<file path="config.mk">
export PLATFORM = sky130hd
export DESIGN_NAME = button_debounce_press_classifier
export DESIGN_NICKNAME = d
export VERILOG_FILES = /design/src/sv/bdpc_pkg.sv /design/src/sv/bdpc_button.sv /design/src/sv/bdpc_event_queue.sv /design/src/sv/button_debounce_press_classifier.sv
export SDC_FILE = /design/constraint.sdc
export NUM_CORES = 1
export LEC_CHECK = 0
export BUFFER_PORTS_ARGS = -buffer_cell sky130_fd_sc_hd__buf_2
export CORE_ASPECT_RATIO = 2
export CORE_MARGIN = 3
export CORE_UTILIZATION = 48
export DETAILED_ROUTE_END_ITERATION = 7
export PLACE_DENSITY = 0.72
export SETUP_SLACK_MARGIN = 0.1
export SKIP_CTS_REPAIR_TIMING = 1
export SLEW_MARGIN = 20
export SYNTH_ARGS = -nofsm -noshare
export SYNTH_HDL_FRONTEND = slang
export SYNTH_SLANG_ARGS = --single-unit
</file>
<file path="constraint.sdc">
create_clock -name aclk -period 4.4 [get_ports aclk]
set_input_delay 0.22 -clock aclk [delete_from_list [all_inputs] [get_ports aclk]]
set_output_delay 0.22 -clock aclk [all_outputs]
set_load 0.01 [all_outputs]
</file>
<file path="src/sv/bdpc_pkg.sv">
// Package for the button debounce and press classifier.
// Holds shared widths, reset values, register indexes, types and a helper function.
// Has no dependencies.
package bdpc_pkg;

    // Fixed widths of the payload fields.
    localparam int LEVEL_WIDTH = 3;
    localparam int INDEX_WIDTH = 2;
    localparam int COUNT_WIDTH = 16;
    localparam int CFG_ADDR_WIDTH = 1;

    // Default number of buttons and register reset values.
    localparam int DEFAULT_BUTTON_COUNT = 3;
    localparam logic [COUNT_WIDTH-1:0] COUNT_MAX = 16'hFFFF;
    localparam logic [COUNT_WIDTH-1:0] DEBOUNCE_RESET = 16'd50;
    localparam logic [COUNT_WIDTH-1:0] LONG_PRESS_RESET = 16'd1000;

    // Configuration register indexes.
    localparam logic [CFG_ADDR_WIDTH-1:0] REG_DEBOUNCE_TICKS = 1'b0;
    localparam logic [CFG_ADDR_WIDTH-1:0] REG_LONG_PRESS_TICKS = 1'b1;

    // One release event as produced by a button debouncer.
    typedef struct packed {
        logic                   long_press;
        logic [COUNT_WIDTH-1:0] duration;
    } bdpc_event_t;

    // Status of the event queue as seen by the top level.
    typedef struct packed {
        logic nonempty;
        logic last;
    } bdpc_queue_status_t;

    // Increment that stops at the top of the counter range.
    function automatic logic [COUNT_WIDTH-1:0] sat_inc(input logic [COUNT_WIDTH-1:0] v);
        logic [COUNT_WIDTH-1:0] r;
        r = (v == COUNT_MAX) ? v : v + 16'd1;
        return r;
    endfunction

endpackage

</file>
<file path="src/sv/bdpc_button.sv">
// Debouncer and press timer for a single button.
// Depends on bdpc_pkg for the counter width, saturating increment and event type.
module bdpc_button
    import bdpc_pkg::*;
(
    input  logic                   aclk,
    input  logic                   aresetn,
    input  logic                   upd_en,
    input  logic                   raw,
    input  logic [COUNT_WIDTH-1:0] debounce_ticks,
    input  logic [COUNT_WIDTH-1:0] long_press_ticks,
    output logic                   evt_valid,
    output bdpc_event_t            evt
);

    logic                   prev_raw_reg, prev_raw_next;
    logic                   stable_reg, stable_next;
    logic [COUNT_WIDTH-1:0] quiet_reg, quiet_next;
    logic [COUNT_WIDTH-1:0] press_reg, press_next;
    logic                   active_reg, active_next;

    logic [COUNT_WIDTH-1:0] press_adv;
    logic [COUNT_WIDTH-1:0] quiet_adv;
    logic                   level_change;

    // Advance both counters, then decide whether the raw level is accepted.
    always_comb begin
        press_adv    = active_reg ? sat_inc(press_reg) : press_reg;
        quiet_adv    = (raw != prev_raw_reg) ? '0 : sat_inc(quiet_reg);
        level_change = (quiet_adv > debounce_ticks) && (raw != stable_reg);

        prev_raw_next = raw;
        stable_next   = stable_reg;
        quiet_next    = quiet_adv;
        press_next    = press_adv;
        active_next   = active_reg;
        evt_valid     = 1'b0;

        if (level_change) begin
            stable_next = raw;
            if (!raw) begin
                press_next  = '0;
                active_next = 1'b1;
            end else if (active_reg) begin
                evt_valid   = 1'b1;
                active_next = 1'b0;
            end
        end

        evt.duration   = press_adv;
        evt.long_press = (press_adv >= long_press_ticks);

        // Only a tick actually taken may report a release.
        if (!upd_en) begin
            evt_valid = 1'b0;
        end
    end

    // Per-button state, updated once per transferred tick.
    always_ff @(posedge aclk) begin
        if (!aresetn) begin
            prev_raw_reg <= 1'b1;
            stable_reg   <= 1'b1;
            quiet_reg    <= '0;
            press_reg    <= '0;
            active_reg   <= 1'b0;
        end else if (upd_en) begin
            prev_raw_reg <= prev_raw_next;
            stable_reg   <= stable_next;
            quiet_reg    <= quiet_next;
            press_reg    <= press_next;
            active_reg   <= active_next;
        end
    end

endmodule

</file>
<file path="src/sv/bdpc_event_queue.sv">
// Holds the release events of one tick and hands them out in button order.
// Depends on bdpc_pkg for the event and status types.
module bdpc_event_queue
    import bdpc_pkg::*;
#(
    parameter int BUTTON_COUNT = DEFAULT_BUTTON_COUNT,
    parameter int IDX_W = (BUTTON_COUNT > 1) ? $clog2(BUTTON_COUNT) : 1
) (
    input  logic                    aclk,
    input  logic                    aresetn,
    input  logic                    load,
    input  logic [BUTTON_COUNT-1:0] load_valid,
    input  bdpc_event_t             load_evt [BUTTON_COUNT],
    input  logic                    pop,
    output bdpc_queue_status_t      status,
    output logic [IDX_W-1:0]        pick_index,
    output bdpc_event_t             pick_evt
);

    logic [BUTTON_COUNT-1:0] mask_reg, mask_next;
    bdpc_event_t             evt_reg [BUTTON_COUNT];
    logic [BUTTON_COUNT-1:0] pick_onehot;
    logic [BUTTON_COUNT-1:0] remaining;

    // Lowest pending button wins.
    always_comb begin
        pick_index  = '0;
        pick_onehot = '0;
        for (int i = BUTTON_COUNT - 1; i >= 0; i--) begin
            if (mask_reg[i]) begin
                pick_index  = IDX_W'(i);
                pick_onehot = BUTTON_COUNT'(1) << i;
            end
        end
        remaining       = mask_reg & ~pick_onehot;
        pick_evt        = evt_reg[pick_index];
        status.nonempty = |mask_reg;
        status.last     = (remaining == '0);
    end

    // A load only happens once the previous tick's events are gone.
    always_comb begin
        if (load) begin
            mask_next = load_valid;
        end else if (pop) begin
            mask_next = remaining;
        end else begin
            mask_next = mask_reg;
        end
    end

    always_ff @(posedge aclk) begin
        if (!aresetn) begin
            mask_reg <= '0;
        end else begin
            mask_reg <= mask_next;
        end
    end

    // Event payloads need no reset; the pending mask qualifies them.
    always_ff @(posedge aclk) begin
        if (load) begin
            for (int i = 0; i < BUTTON_COUNT; i++) begin
                evt_reg[i] <= load_evt[i];
            end
        end
    end

endmodule

</file>
<file path="src/sv/button_debounce_press_classifier.sv">
// A transferred tick waits in the input register, then updates the debouncers and loads the
// queue; its events leave through the output register, one per cycle unless m_ready stalls.
// Throughput: one tick per cycle when it releases at most one button and m_ready does not
// stall; a tick releasing several buttons holds the input until its last event is popped.
// Reset: synchronous, active low; all buttons released and idle, registers at defaults.
// Top level; depends on bdpc_pkg, bdpc_button and bdpc_event_queue.
module button_debounce_press_classifier
    import bdpc_pkg::*;
#(
    parameter int BUTTON_COUNT = DEFAULT_BUTTON_COUNT
) (
    input  logic                      aclk,
    input  logic                      aresetn,
    input  logic                      cfg_wr_en,
    input  logic [CFG_ADDR_WIDTH-1:0] cfg_addr,
    input  logic [COUNT_WIDTH-1:0]    cfg_wr_data,
    input  logic                      s_valid,
    output logic                      s_ready,
    input  logic [LEVEL_WIDTH-1:0]    s_button_levels,
    output logic                      m_valid,
    input  logic                      m_ready,
    output logic [INDEX_WIDTH-1:0]    m_button_index,
    output logic                      m_event_kind,
    output logic [COUNT_WIDTH-1:0]    m_press_duration,
    output logic                      m_last_event
);

    localparam int IDX_W = (BUTTON_COUNT > 1) ? $clog2(BUTTON_COUNT) : 1;

    logic [COUNT_WIDTH-1:0] debounce_reg;
    logic [COUNT_WIDTH-1:0] long_press_reg;

    logic                   in_valid_reg;
    logic [LEVEL_WIDTH-1:0] in_levels_reg;

    logic                    in_take;
    logic                    pop;
    logic [BUTTON_COUNT-1:0] raw_vec;
    logic [BUTTON_COUNT-1:0] evt_valid;
    bdpc_event_t             evt [BUTTON_COUNT];

    bdpc_queue_status_t      q_status;
    logic [IDX_W-1:0]        pick_index;
    logic [IDX_W+1:0]        pick_index_ext;
    bdpc_event_t             pick_evt;

    logic                    m_valid_reg, m_valid_next;
    logic [INDEX_WIDTH-1:0]  m_index_reg;
    logic                    m_kind_reg;
    logic [COUNT_WIDTH-1:0]  m_duration_reg;
    logic                    m_last_reg;

    // Configuration registers.
    always_ff @(posedge aclk) begin
        if (!aresetn) begin
            debounce_reg   <= DEBOUNCE_RESET;
            long_press_reg <= LONG_PRESS_RESET;
        end else if (cfg_wr_en) begin
            case (cfg_addr)
                REG_DEBOUNCE_TICKS:   debounce_reg   <= cfg_wr_data;
                REG_LONG_PRESS_TICKS: long_press_reg <= cfg_wr_data;
                default: ;
            endcase
        end
    end

    // Handshake between the stages. The input register frees up as soon as the
    // queue is empty or is handing out the last event of the previous tick.
    assign pop     = q_status.nonempty && (!m_valid_reg || m_ready);
    assign in_take = in_valid_reg && (!q_status.nonempty || (pop && q_status.last));
    assign s_ready = !in_valid_reg || in_take;

    // Input register.
    always_ff @(posedge aclk) begin
        if (!aresetn) begin
            in_valid_reg <= 1'b0;
        end else if (s_ready) begin
            in_valid_reg <= s_valid;
        end
    end

    always_ff @(posedge aclk) begin
        if (s_valid && s_ready) begin
            in_levels_reg <= s_button_levels;
        end
    end

    // One debouncer per button; buttons beyond the input pins see a pressed level.
    for (genvar i = 0; i < BUTTON_COUNT; i++) begin : g_button
        if (i < LEVEL_WIDTH) begin : g_pin
            assign raw_vec[i] = in_levels_reg[i];
        end else begin : g_tied
            assign raw_vec[i] = 1'b0;
        end

        bdpc_button u_button (
            .aclk             (aclk),
            .aresetn          (aresetn),
            .upd_en           (in_take),
            .raw              (raw_vec[i]),
            .debounce_ticks   (debounce_reg),
            .long_press_ticks (long_press_reg),
            .evt_valid        (evt_valid[i]),
            .evt              (evt[i])
        );
    end

    bdpc_event_queue #(
        .BUTTON_COUNT (BUTTON_COUNT),
        .IDX_W        (IDX_W)
    ) u_queue (
        .aclk       (aclk),
        .aresetn    (aresetn),
        .load       (in_take),
        .load_valid (evt_valid),
        .load_evt   (evt),
        .pop        (pop),
        .status     (q_status),
        .pick_index (pick_index),
        .pick_evt   (pick_evt)
    );

    // The reported index keeps only the low bits of the button number.
    assign pick_index_ext = {2'b00, pick_index};

    // Output register.
    always_comb begin
        m_valid_next = m_valid_reg;
        if (pop) begin
            m_valid_next = 1'b1;
        end else if (m_ready) begin
            m_valid_next = 1'b0;
        end
    end

    always_ff @(posedge aclk) begin
        if (!aresetn) begin
            m_valid_reg <= 1'b0;
        end else begin
            m_valid_reg <= m_valid_next;
        end
    end

    always_ff @(posedge aclk) begin
        if (pop) begin
            m_index_reg    <= pick_index_ext[INDEX_WIDTH-1:0];
            m_kind_reg     <= pick_evt.long_press;
            m_duration_reg <= pick_evt.duration;
            m_last_reg     <= q_status.last;
        end
    end

    assign m_valid          = m_valid_reg;
    assign m_button_index   = m_index_reg;
    assign m_event_kind     = m_kind_reg;
    assign m_press_duration = m_duration_reg;
    assign m_last_event     = m_last_reg;

`ifndef SYNTHESIS
    // A new tick never overwrites events still waiting in the queue.
    assert property (@(posedge aclk) disable iff (!aresetn)
        in_take |-> (!q_status.nonempty || (pop && q_status.last)))
        else $error("tick taken while release events are still pending");

    // An event not marked last always has a successor waiting in the queue.
    assert property (@(posedge aclk) disable iff (!aresetn)
        (m_valid && !m_last_event) |-> q_status.nonempty)
        else $error("event not marked last but no further event pending");

    // A short press is always shorter than the long press setting.
    assert property (@(posedge aclk) disable iff (!aresetn)
        (m_valid && !m_event_kind) |-> (m_press_duration < long_press_reg))
        else $error("short press reported with a long duration");

    // Every event popped from the queue is shown in the next cycle.
    assert property (@(posedge aclk) disable iff (!aresetn)
        pop |=> m_valid)
        else $error("popped event did not reach the output register");
`endif

endmodule

</file>
# Word level (Yosys, flattened, before mapping)
# Memory sizes are Yosys's and may differ from the RTL's. A register that Yosys moved wholly into a read port is not among the register bits.
# Cells that the tools add are included.
[totals] regBits=148 latchBits=0 mem_bits_rw=51 rom_bits=0 inputBits=25 n_memories=1
[memory_table] name="u_queue.evt_reg" words=3 width=17 rd=1 rd_ports_with_merged_regs=1 write_ports=3 line="bdpc_event_queue.sv:21" text="bdpc_event_t evt_reg [BUTTON_COUNT];"
[op_classes] n_addsub=6 n_mul=0 div_mod_pow=0 magnitude_cmp=6 n_eq_ne=12 shift=0 muxes=42 n_bitwise=3 n_reduce_logical=22
[op_table] cell="16-bit 2-to-1 mux" count=18
[op_table] cell="16-bit by 1-bit adder with 16-bit output (second input constant)" count=6
[op_table] cell="16-bit == test (second input constant)" count=6
[op_table] cell="16-bit >= comparator" count=3
[op_table] cell="16-bit greater-than comparator" count=3
[op_table] cell="1-bit 2-to-1 mux" count=16
[op_table] cell="3-bit 2-to-1 mux" count=5
[op_table] cell="2-bit AND reduction" count=5
[op_table] cell="1-bit logical AND" count=7
[op_table] cell="2-bit 2-to-1 mux" count=3
[op_table] cell="1-bit inequality test" count=6
[op_table] cell="2-bit nonzero test" count=2
[op_table] cell="3-bit bitwise AND" count=1
[op_table] cell="1-bit logical NOT" count=3
[op_table] cell="3-bit logical NOT" count=1
[op_table] cell="1-bit logical OR" count=3
[op_table] cell="3-bit inverter" count=1
[op_table] cell="3-bit OR reduction" count=1
[op_table] cell="1-bit inverter" count=1

# Longest topological paths before layout
# Gate-level depths: netlist of run 1.
[logic_depth] ltp_word=11 depth_mapped=18 ltp_nobuf=16

# By module
# A second synthesis of run 1 with hierarchy kept.
[unflattened] hier_cells=1564 hier_area_um2=13998.4
[modules_own_cells] module="bdpc_button (g_button[0].u_button ...)" n_inst=2 cells_each=421 area_each_um2=3253.1
[modules_own_cells] module="bdpc_button (g_button[2].u_button)" n_inst=1 cells_each=414 area_each_um2=3230.6
[modules_own_cells] module="bdpc_event_queue" n_inst=1 cells_each=130 area_each_um2=2253.4
[modules_own_cells] module="button_debounce_press_classifier" n_inst=1 cells_each=178 area_each_um2=2008.2

# Worst setup path after synthesis of run 1
# Ideal clock, no wire load.
[synth_timing] path_kind="register to register" startpoint="register g_button[2].u_button.quiet_reg[0]" endpoint="register g_button[2].u_button.press_reg[0]" setup_ns=0.117 arrival_time_ns=3.642 setup_slack_ns=0.641 path_stages_with_launch=18 n_path_buf=2 path_cell_list="dfxtp_1 > ha_1 > nand2_1 > or3_1 > or3_1 > clkbuf_1 > nand4_1 > xor2_1 > nor2_1 > ha_1 > nand2_1 > or4_4 > a21o_1 > a31oi_2 > or2_1 > buf_6 > o21ai_1 > a22o_1"
[synth_between] elab_chain_len=6
[synth_rtl] element="start, declared" line="bdpc_button.sv:18" text="logic [COUNT_WIDTH-1:0] quiet_reg, quiet_next;"
[synth_rtl] element="start signal, assigned" line="bdpc_button.sv:70" text="quiet_reg <= quiet_next;"
[synth_rtl] element="16-bit by 1-bit adder with 16-bit output or 16-bit == test (tied branches)" line="bdpc_pkg.sv:37" text="r = (v == COUNT_MAX) ? v : v + 16'd1;"
[synth_rtl] element="16-bit 2-to-1 mux *" line="bdpc_pkg.sv:37"
[synth_rtl] element="16-bit 2-to-1 mux *" line="bdpc_button.sv:29" text="quiet_adv = (raw != prev_raw_reg) ? '0 : sat_inc(quiet_reg);"
[synth_rtl] element="net g_button[2].u_button.quiet_adv[8]" line="bdpc_button.sv:23" text="logic [COUNT_WIDTH-1:0] quiet_adv;"
[synth_rtl] element="16-bit greater-than comparator *" line="bdpc_button.sv:30" text="level_change = (quiet_adv > debounce_ticks) && (raw != stable_reg);"
[synth_rtl] element="1-bit logical AND *" line="bdpc_button.sv:30"
[synth_rtl] element="16-bit 2-to-1 mux *" line="bdpc_button.sv:39" text="if (level_change) begin"
[synth_rtl] element="end signal, assigned" line="bdpc_button.sv:71" text="press_reg <= press_next;"
[synth_rtl] element="end, declared" line="bdpc_button.sv:19" text="logic [COUNT_WIDTH-1:0] press_reg, press_next;"
# Mark *: on every way through the listed nets, which the timed path passes. The rest lies on a longest branch.
# A chain may end at the register's enable or synchronous reset.

# Final worst setup path of run 1
[layout_timing] startpoint="register g_button[2].u_button.quiet_reg[0]" endpoint="register g_button[2].u_button.press_reg[5]"
# Same word-level chain as after synthesis.

==> results.md, run 1 <==
* Startpoint Class: flop
* Crit path max fanout at 10
* Post-Synth Adder-Cell Area at 10.2%
* Synth top area cells: dfxtp_1 23%, edfxtp_1 18%, ha_1 10%
* Number of antenna violations at the first check in global routing at 0
* # setup viols final at 0
* Simple-gate area share of the yosys netlist at 20.7%
* Max Used Layer: met4
* Hold endpoint: long_press_reg[4]
* Slowest stage delay, CP at 610 ps
* Routed wl met2 at 19.2 mm
* Mux cell area share after synthesis at 2.10%
* I/O Buffers at 46
* WS Path Type: reg -> reg
* Fill count at 2338
* Yosys reg bits at 216
* Starting Density at 48.7%
* DRT antenna net count at 0
* Power share of the sequential group at 48.2%
* CP cell instances: ha_1 > nand2_1 > or3_4 > nor2_2 > and3_1 > a31oi_1 > o21a_1 > ha_1 > nand4_2 > or4_4 > a21o_1 > a31oi_2 > or2_1 > o21ai_1 > a21o_1
* Seq/Total Area, Yosys at 40.5%
* Layout cells sized above 1 at 9.57%
* Final HPWL DP at 27.3 mm
* Final-report hold violation count at 2
* FF-to-FF Start: g_button[2].u_button.quiet_reg[0]
* Unique masters post-synth at 72
* Mapped Avg Cell Area at 8.79 um2
* Failing checks: hold timing
* Final hold slack at -28.1 ps
* Crit path DAT at 4470 ps
* Mapped Nets at 1550
* Sw Ratio at 24.4%
* Async SR Flop Fraction at 0%
* R2r setup slk at 340 ps
* Core box area at 25700 um2
* Routed wire length at 36.0 mm
* Full die area at 28100 um2
* Int Power at 3340 uW
* Max FFs per register at 51
* Tmin final at 4060 ps
* Die Y at 234 um
* Clk pin slew, worst setup/hold paths at 70 ps
* Vias in the first global route at 10700
* Largest family of logic cells by synthesized area: simple AND/OR/NAND/NOR gates
* Synth Area in Compound Gates at 18.0%
* Hold path startpoint: cfg_wr_data[4]
* Via-to-Cell Ratio at 5.93
* CTS buffer count at 21
* Num rows at 83
* DR DRC count at 0
* Clk Latency, worst-skew pair at 520 ps
* Die W at 120 um
* Area growth, synth to finish at 12.6%
* Crit path max-delay family: simple AND/OR/NAND/NOR gates
* Clk_skew at 16.2 ps
* M1 WL at 11.8 mm
* Fmax at 246 MHz
* Post-synth EDFFs at 74
* Initial DRC count at 701
* Maximum Capacitance Violations at 0
* I/O pins at 47
* CTS tree: done
* CP Capture Type: flop
* DR vias at 10900
* Status: complete, but fails checks
* Slew of the pin with the lowest slew margin at 1070 ps
* P per Cell Area at 314 nW/um2
* Crit share post-route at 92.2%
* Worst reg2reg endpoint: g_button[2].u_button.press_reg[5]
* Max Root-Sink Buffers at 3
* Initial DRT Pass Iterations at 5
* Comb pwr share at 8.5%
* Min-delay worst type: in -> reg
* Top-area cell type share of the netlist area at 22.7%
* Met3 routed WL at 1.26 mm
* Primary FF master, synth: dfxtp_1
* Critical path buffer and inverter count at 0
* Switching power of the nets at 1080 uW
* Sum Neg Setup Slack at 0 ps
* Leakage at 0.00557 uW
* Clk root buf: clkbuf_16
* First-pass GRT wire length at 55.9 mm
* Peak supply drop at 254 uV
* Antenna diodes at 0
* Total GRT Usage at 25.5%
* Slowest-stage cell, CP: or4_4
* RSZ-0062 raised after global routing: true
* Fin nets at 1606
* Gpl congestion at 0.958
* Xor/xnor share of the synthesized area at 4.90%
* Required @ worst endpoint at 4810 ps
* Cell taking the most area after synthesis: dfxtp_1
* Synthesized cell area at 12500 um2
* Worst relative slew slack at 28.8%
* Clk pwr share at 43.3%
* Hold Path Stages at 3
* Grt total ovfl at 0
* Yosys warns at 0
* Layout Utilization at 54.9%
* R2R cell count at 15
* Clock sink total at 216
* CTS HTree Levels at 1
* WL per Instance at 19.6 um
* Pin count of the biggest net entering global routing at 68
* Slew Viols, Final at 0
* Synth Instances at 1423
## synth_stat cells, types with 6 or more instances
master	n
a211oi_1	9
a21o_1	25
a21oi_1	121
a22o_1	26
a22oi_1	8
a31oi_1	14
a41oi_1	6
and2_1	12
and3_1	17
and4_1	7
buf_1	6
clkbuf_1	46
dfxtp_1	142
edfxtp_1	74
ha_1	102
inv_1	54
mux2i_1	24
nand2_1	179
nand2b_1	12
nand3_1	48
nand4_1	32
nor2_1	116
nor2b_1	16
nor3_1	39
nor4_1	9
o211ai_1	15
o21a_1	10
o21ai_0	86
o21ai_1	7
or2_2	7
or3_1	15
xnor2_1	41
xor2_1	29
## per-layer routing
metal	up-vias	global-route usage, %
li1	5278	-
met5	-	0
met3	150	2.41
met4	0	22.6
met2	324	48.8
met1	5127	23.5
## area by class of cell
cell class	count	area, um2	share of cell area [%]
clock buffers	25	541	3.84
well taps	340	425	3.02
clock inverters	13	171	1.22
repair buffers	92	621	4.41
flip-flops and latches	216	5060	36.0
inverters	55	208	1.48
multi-input cells	1093	7050	50.1
## how the worst max path moves through the flow
stage,start,endpoint,slack (ps),cells after the start
global route,g_button[1].u_button.quiet_reg[3],g_button[1].u_button.press_reg[3],50,14
finish,g_button[2].u_button.quiet_reg[0],g_button[2].u_button.press_reg[5],340,15
global placement,g_button[2].u_button.quiet_reg[0],g_button[2].u_button.press_reg[6],370,16
detailed placement,g_button[2].u_button.quiet_reg[0],g_button[2].u_button.press_reg[6],260,15
CTS,g_button[2].u_button.quiet_reg[0],g_button[2].u_button.press_reg[6],230,15
floorplan,g_button[2].u_button.quiet_reg[0],g_button[2].u_button.press_reg[0],640,17
## power by group through the flow
| stage | clock network, uW | logic, uW | registers [uW] |
|---|---|---|---|
| CTS | 1950 | 361 | 2130 |
| global route | 2010 | 416 | 2130 |
| finish | 1910 | 376 | 2130 |
| global placement | 0 | 351 | 2170 |
| floorplan | 0 | 227 | 2170 |
| detailed placement | 0 | 359 | 2170 |
## metrics by stage
| step | worst slack [ps] | instance area (um2) | hold WS, ps | std cells | total power (uW) |
|---|---|---|---|---|---|
| 2_1_floorplan | 641 | 12500 | 319 | 1423 | 2400 |
| 3_3_place_gp | 369 | 13100 | 399 | 1778 | 2520 |
| 3_5_place_dp | 263 | 13100 | 401 | 1778 | 2530 |
| 4_1_cts | 231 | 13900 | -128 | 1816 | 4440 |
| 5_1_grt | 52.1 | 14100 | 6.70 | 1834 | 4560 |
| 6_report | 342 | 14100 | -28.1 | 1834 | 4420 |
## cells by family (layout without fill, tap and decap cells)
logic type / count (synthesis) / in the layout
DFF: 216 / 216
muxes: 26 / 26
buffers and inverters: 114 / 185
xor gates and xnor gates: 70 / 70
adders and majority gates: 102 / 102
and+or+nand+nor: 536 / 536
AOI/OAI and AO/OA: 359 / 359
## layout by cell type (no fill, tap or decap), types with 28 or more instances in the layout
cell        n
xor2_1     29
edfxtp_1   74
nand2_1   179
nor2_1    113
inv_1      53
buf_2      46
nor3_1     38
a21oi_1   121
nand3_1    48
o21ai_0    86
buf_4      28
nand4_1    32
ha_1      102
xnor2_1    41
dfxtp_1   142
## worst register-to-register path: stages (launching register included)
cell	delay [ps]
dfxtp_1	420
ha_1	220
nand2_1	90
or3_4	420
nor2_2	150
and3_1	220
a31oi_1	110
o21a_1	140
ha_1	310
nand4_2	160
or4_4	610
a21o_1	210
a31oi_2	240
or2_1	350
o21ai_1	100
a21o_1	210
(Power assumes the default switching activity.)
==> inputs of run 2 (changes only) <==
--- a/config.mk
+++ b/config.mk
@@ -10,6 +10,7 @@
 export CORE_MARGIN = 3
 export CORE_UTILIZATION = 48
 export DETAILED_ROUTE_END_ITERATION = 7
+export GPL_TIMING_DRIVEN = 0
 export PLACE_DENSITY = 0.72
 export SETUP_SLACK_MARGIN = 0.1
 export SKIP_CTS_REPAIR_TIMING = 1
==> constraint.sdc (replaced) <==
create_clock -name aclk -period 4.4 [get_ports aclk]
set_input_delay 0.88 -clock aclk [delete_from_list [all_inputs] [get_ports aclk]]
set_output_delay 0.88 -clock aclk [all_outputs]
set_load 0.01 [all_outputs]
==> results.md, run 2 (synthesis gave the netlist of run 1 again) <==
* Required @ worst endpoint at 4820 ps
* M1 WL at 12.0 mm
* I/O Buffers at 46
* Core box area at 25700 um2
* WS Path Type: reg -> reg
* Fin worst setup slack at 166 ps
* Final hold slack at 456 ps
* DR DRC count at 0
* Area growth, synth to finish at 11.9%
* Full die area at 28100 um2
* Layout cells sized above 1 at 9.27%
* Num rows at 83
* Total GRT Usage at 26.9%
* Max Used Layer: met4
* Clk root buf: clkbuf_16
* Number of antenna violations at the first check in global routing at 0
* CTS buffer count at 20
* Initial DRC count at 653
* Antenna diodes at 0
* DR vias at 11000
* Fmax at 236 MHz
* CP Capture Type: flop
* Gpl congestion at 1.01
* Fill count at 2394
* Worst relative slew slack at 44.5%
* Slew Viols, Final at 0
* Status: complete, no violations
* CTS HTree Levels at 1
* Startpoint Class: flop
* I/O pins at 47
* Max FFs per register at 51
* # setup viols final at 0
* Power share of the sequential group at 50.2%
* Comb pwr share at 9.2%
* Routed wire length at 38.1 mm
* Met3 routed WL at 1.65 mm
* Grt total ovfl at 0
* Sum Neg Setup Slack at 0 ps
* Sw Ratio at 25.8%
* Die Y at 234 um
* Tmin final at 4230 ps
* Clk Latency, worst-skew pair at 530 ps
* Pin count of the biggest net entering global routing at 52
* Min-delay worst type: reg -> reg
* Slew of the pin with the lowest slew margin at 833 ps
* Clock sink total at 216
* Vias in the first global route at 10700
* Starting Density at 48.7%
* DRT antenna net count at 0
* CTS tree: done
* Commonest non-fill, non-tap cell in the layout: nand2_1
* Switching power of the nets at 1090 uW
* WL per Instance at 20.6 um
* Final HPWL DP at 30.1 mm
* Crit path DAT at 4650 ps
* Crit share post-route at 96.2%
* Dpl ws at -0.497 ps
* Maximum Capacitance Violations at 0
* Final-report hold violation count at 0
* Leakage at 0.00548 uW
* Die W at 120 um
* P per Cell Area at 303 nW/um2
* RSZ-0062 raised after global routing: true
* Max Root-Sink Buffers at 3
* Via-to-Cell Ratio at 5.95
* Routed wl met2 at 20.0 mm
* Crit path max fanout at 10
* Clk pin slew, worst setup/hold paths at 70 ps
* Peak supply drop at 258 uV
* Initial DRT Pass Iterations at 5
* Int Power at 3150 uW
* Clk_skew at 23.8 ps
* Clk pwr share at 40.7%
* Fin nets at 1624
* Highest-count cells in the layout ignoring fill and taps: 179 x nand2_1, 139 x dfxtp_1, 119 x a21oi_1
* First-pass GRT wire length at 58.0 mm
-- run 2: cell count changes in the layout (fill, tap and decap cells not counted), moves of 5 or more --
cell           previous run  this run
clkbuf_2                  0         5
dlygate4sd3_1            18         0
buf_2                    46        52
clkbuf_1                  4        45
buf_4                    28         4
buf_1                     0         6
-- run 2: layout make-up --
type | instances | area, um2 | share of cell area [%]
sequential | 216 | 5070 | 36.2
inverter | 55 | 206 | 1.47
clock buffer | 27 | 547 | 3.91
clock inverter | 9 | 80.1 | 0.572
timing repair buffer | 52 | 299 | 2.14
tap | 340 | 425 | 3.04
buffer | 59 | 246 | 1.76
multi-input combinational | 1093 | 7120 | 50.9
-- run 2: final timing paths --
path	start	end	depth (start not counted)	slack (ps)
max	g_button[2].u_button.quiet_reg[3]	g_button[2].u_button.press_reg[0]	16	170
min	long_press_reg[12]	long_press_reg[12]	2	460
max reg2reg	g_button[2].u_button.quiet_reg[3]	g_button[2].u_button.press_reg[0]	16	170
min reg2reg	long_press_reg[12]	long_press_reg[12]	2	460
-- run 2: power groups by stage --
stage	logic [uW]	registers, uW	clock network (uW)
detailed placement	378	2170	0
finish	390	2130	1730
global placement	365	2170	0
global route	426	2130	1830
CTS	381	2130	1750
floorplan	227	2170	0
-- run 2: critical path, stage by stage, from the launching register on --
cell and delay [ps]:
dfxtp_1 300, buf_2 200, and4_1 330, nand3_4 190, nor4_2 400, and3_1 270
a31oi_2 110, o21a_1 150, ha_1 320, nand4_2 130, or4_4 610, a21o_1 220
a31oi_4 310, or2_1 160, buf_6 150, o21ai_1 60, a22o_1 190
-- run 2: routing by layer --
metal	up-vias	global-route usage (%)
met5	-	0
met4	0	26.7
met3	181	2.82
met2	382	50.4
met1	5128	24.2
li1	5319	-
-- run 2: through the flow --
step | area (um2) | total power (uW) | instances | util (%)
floorplan | 12500 | 2400 | 1423 | -
global placement | 13200 | 2540 | 1809 | 51.3
detailed placement | 13200 | 2550 | 1811 | 51.5
CTS | 13800 | 4250 | 1847 | 53.9
global route | 14000 | 4390 | 1851 | 54.6
finish | 14000 | 4240 | 1851 | 54.6
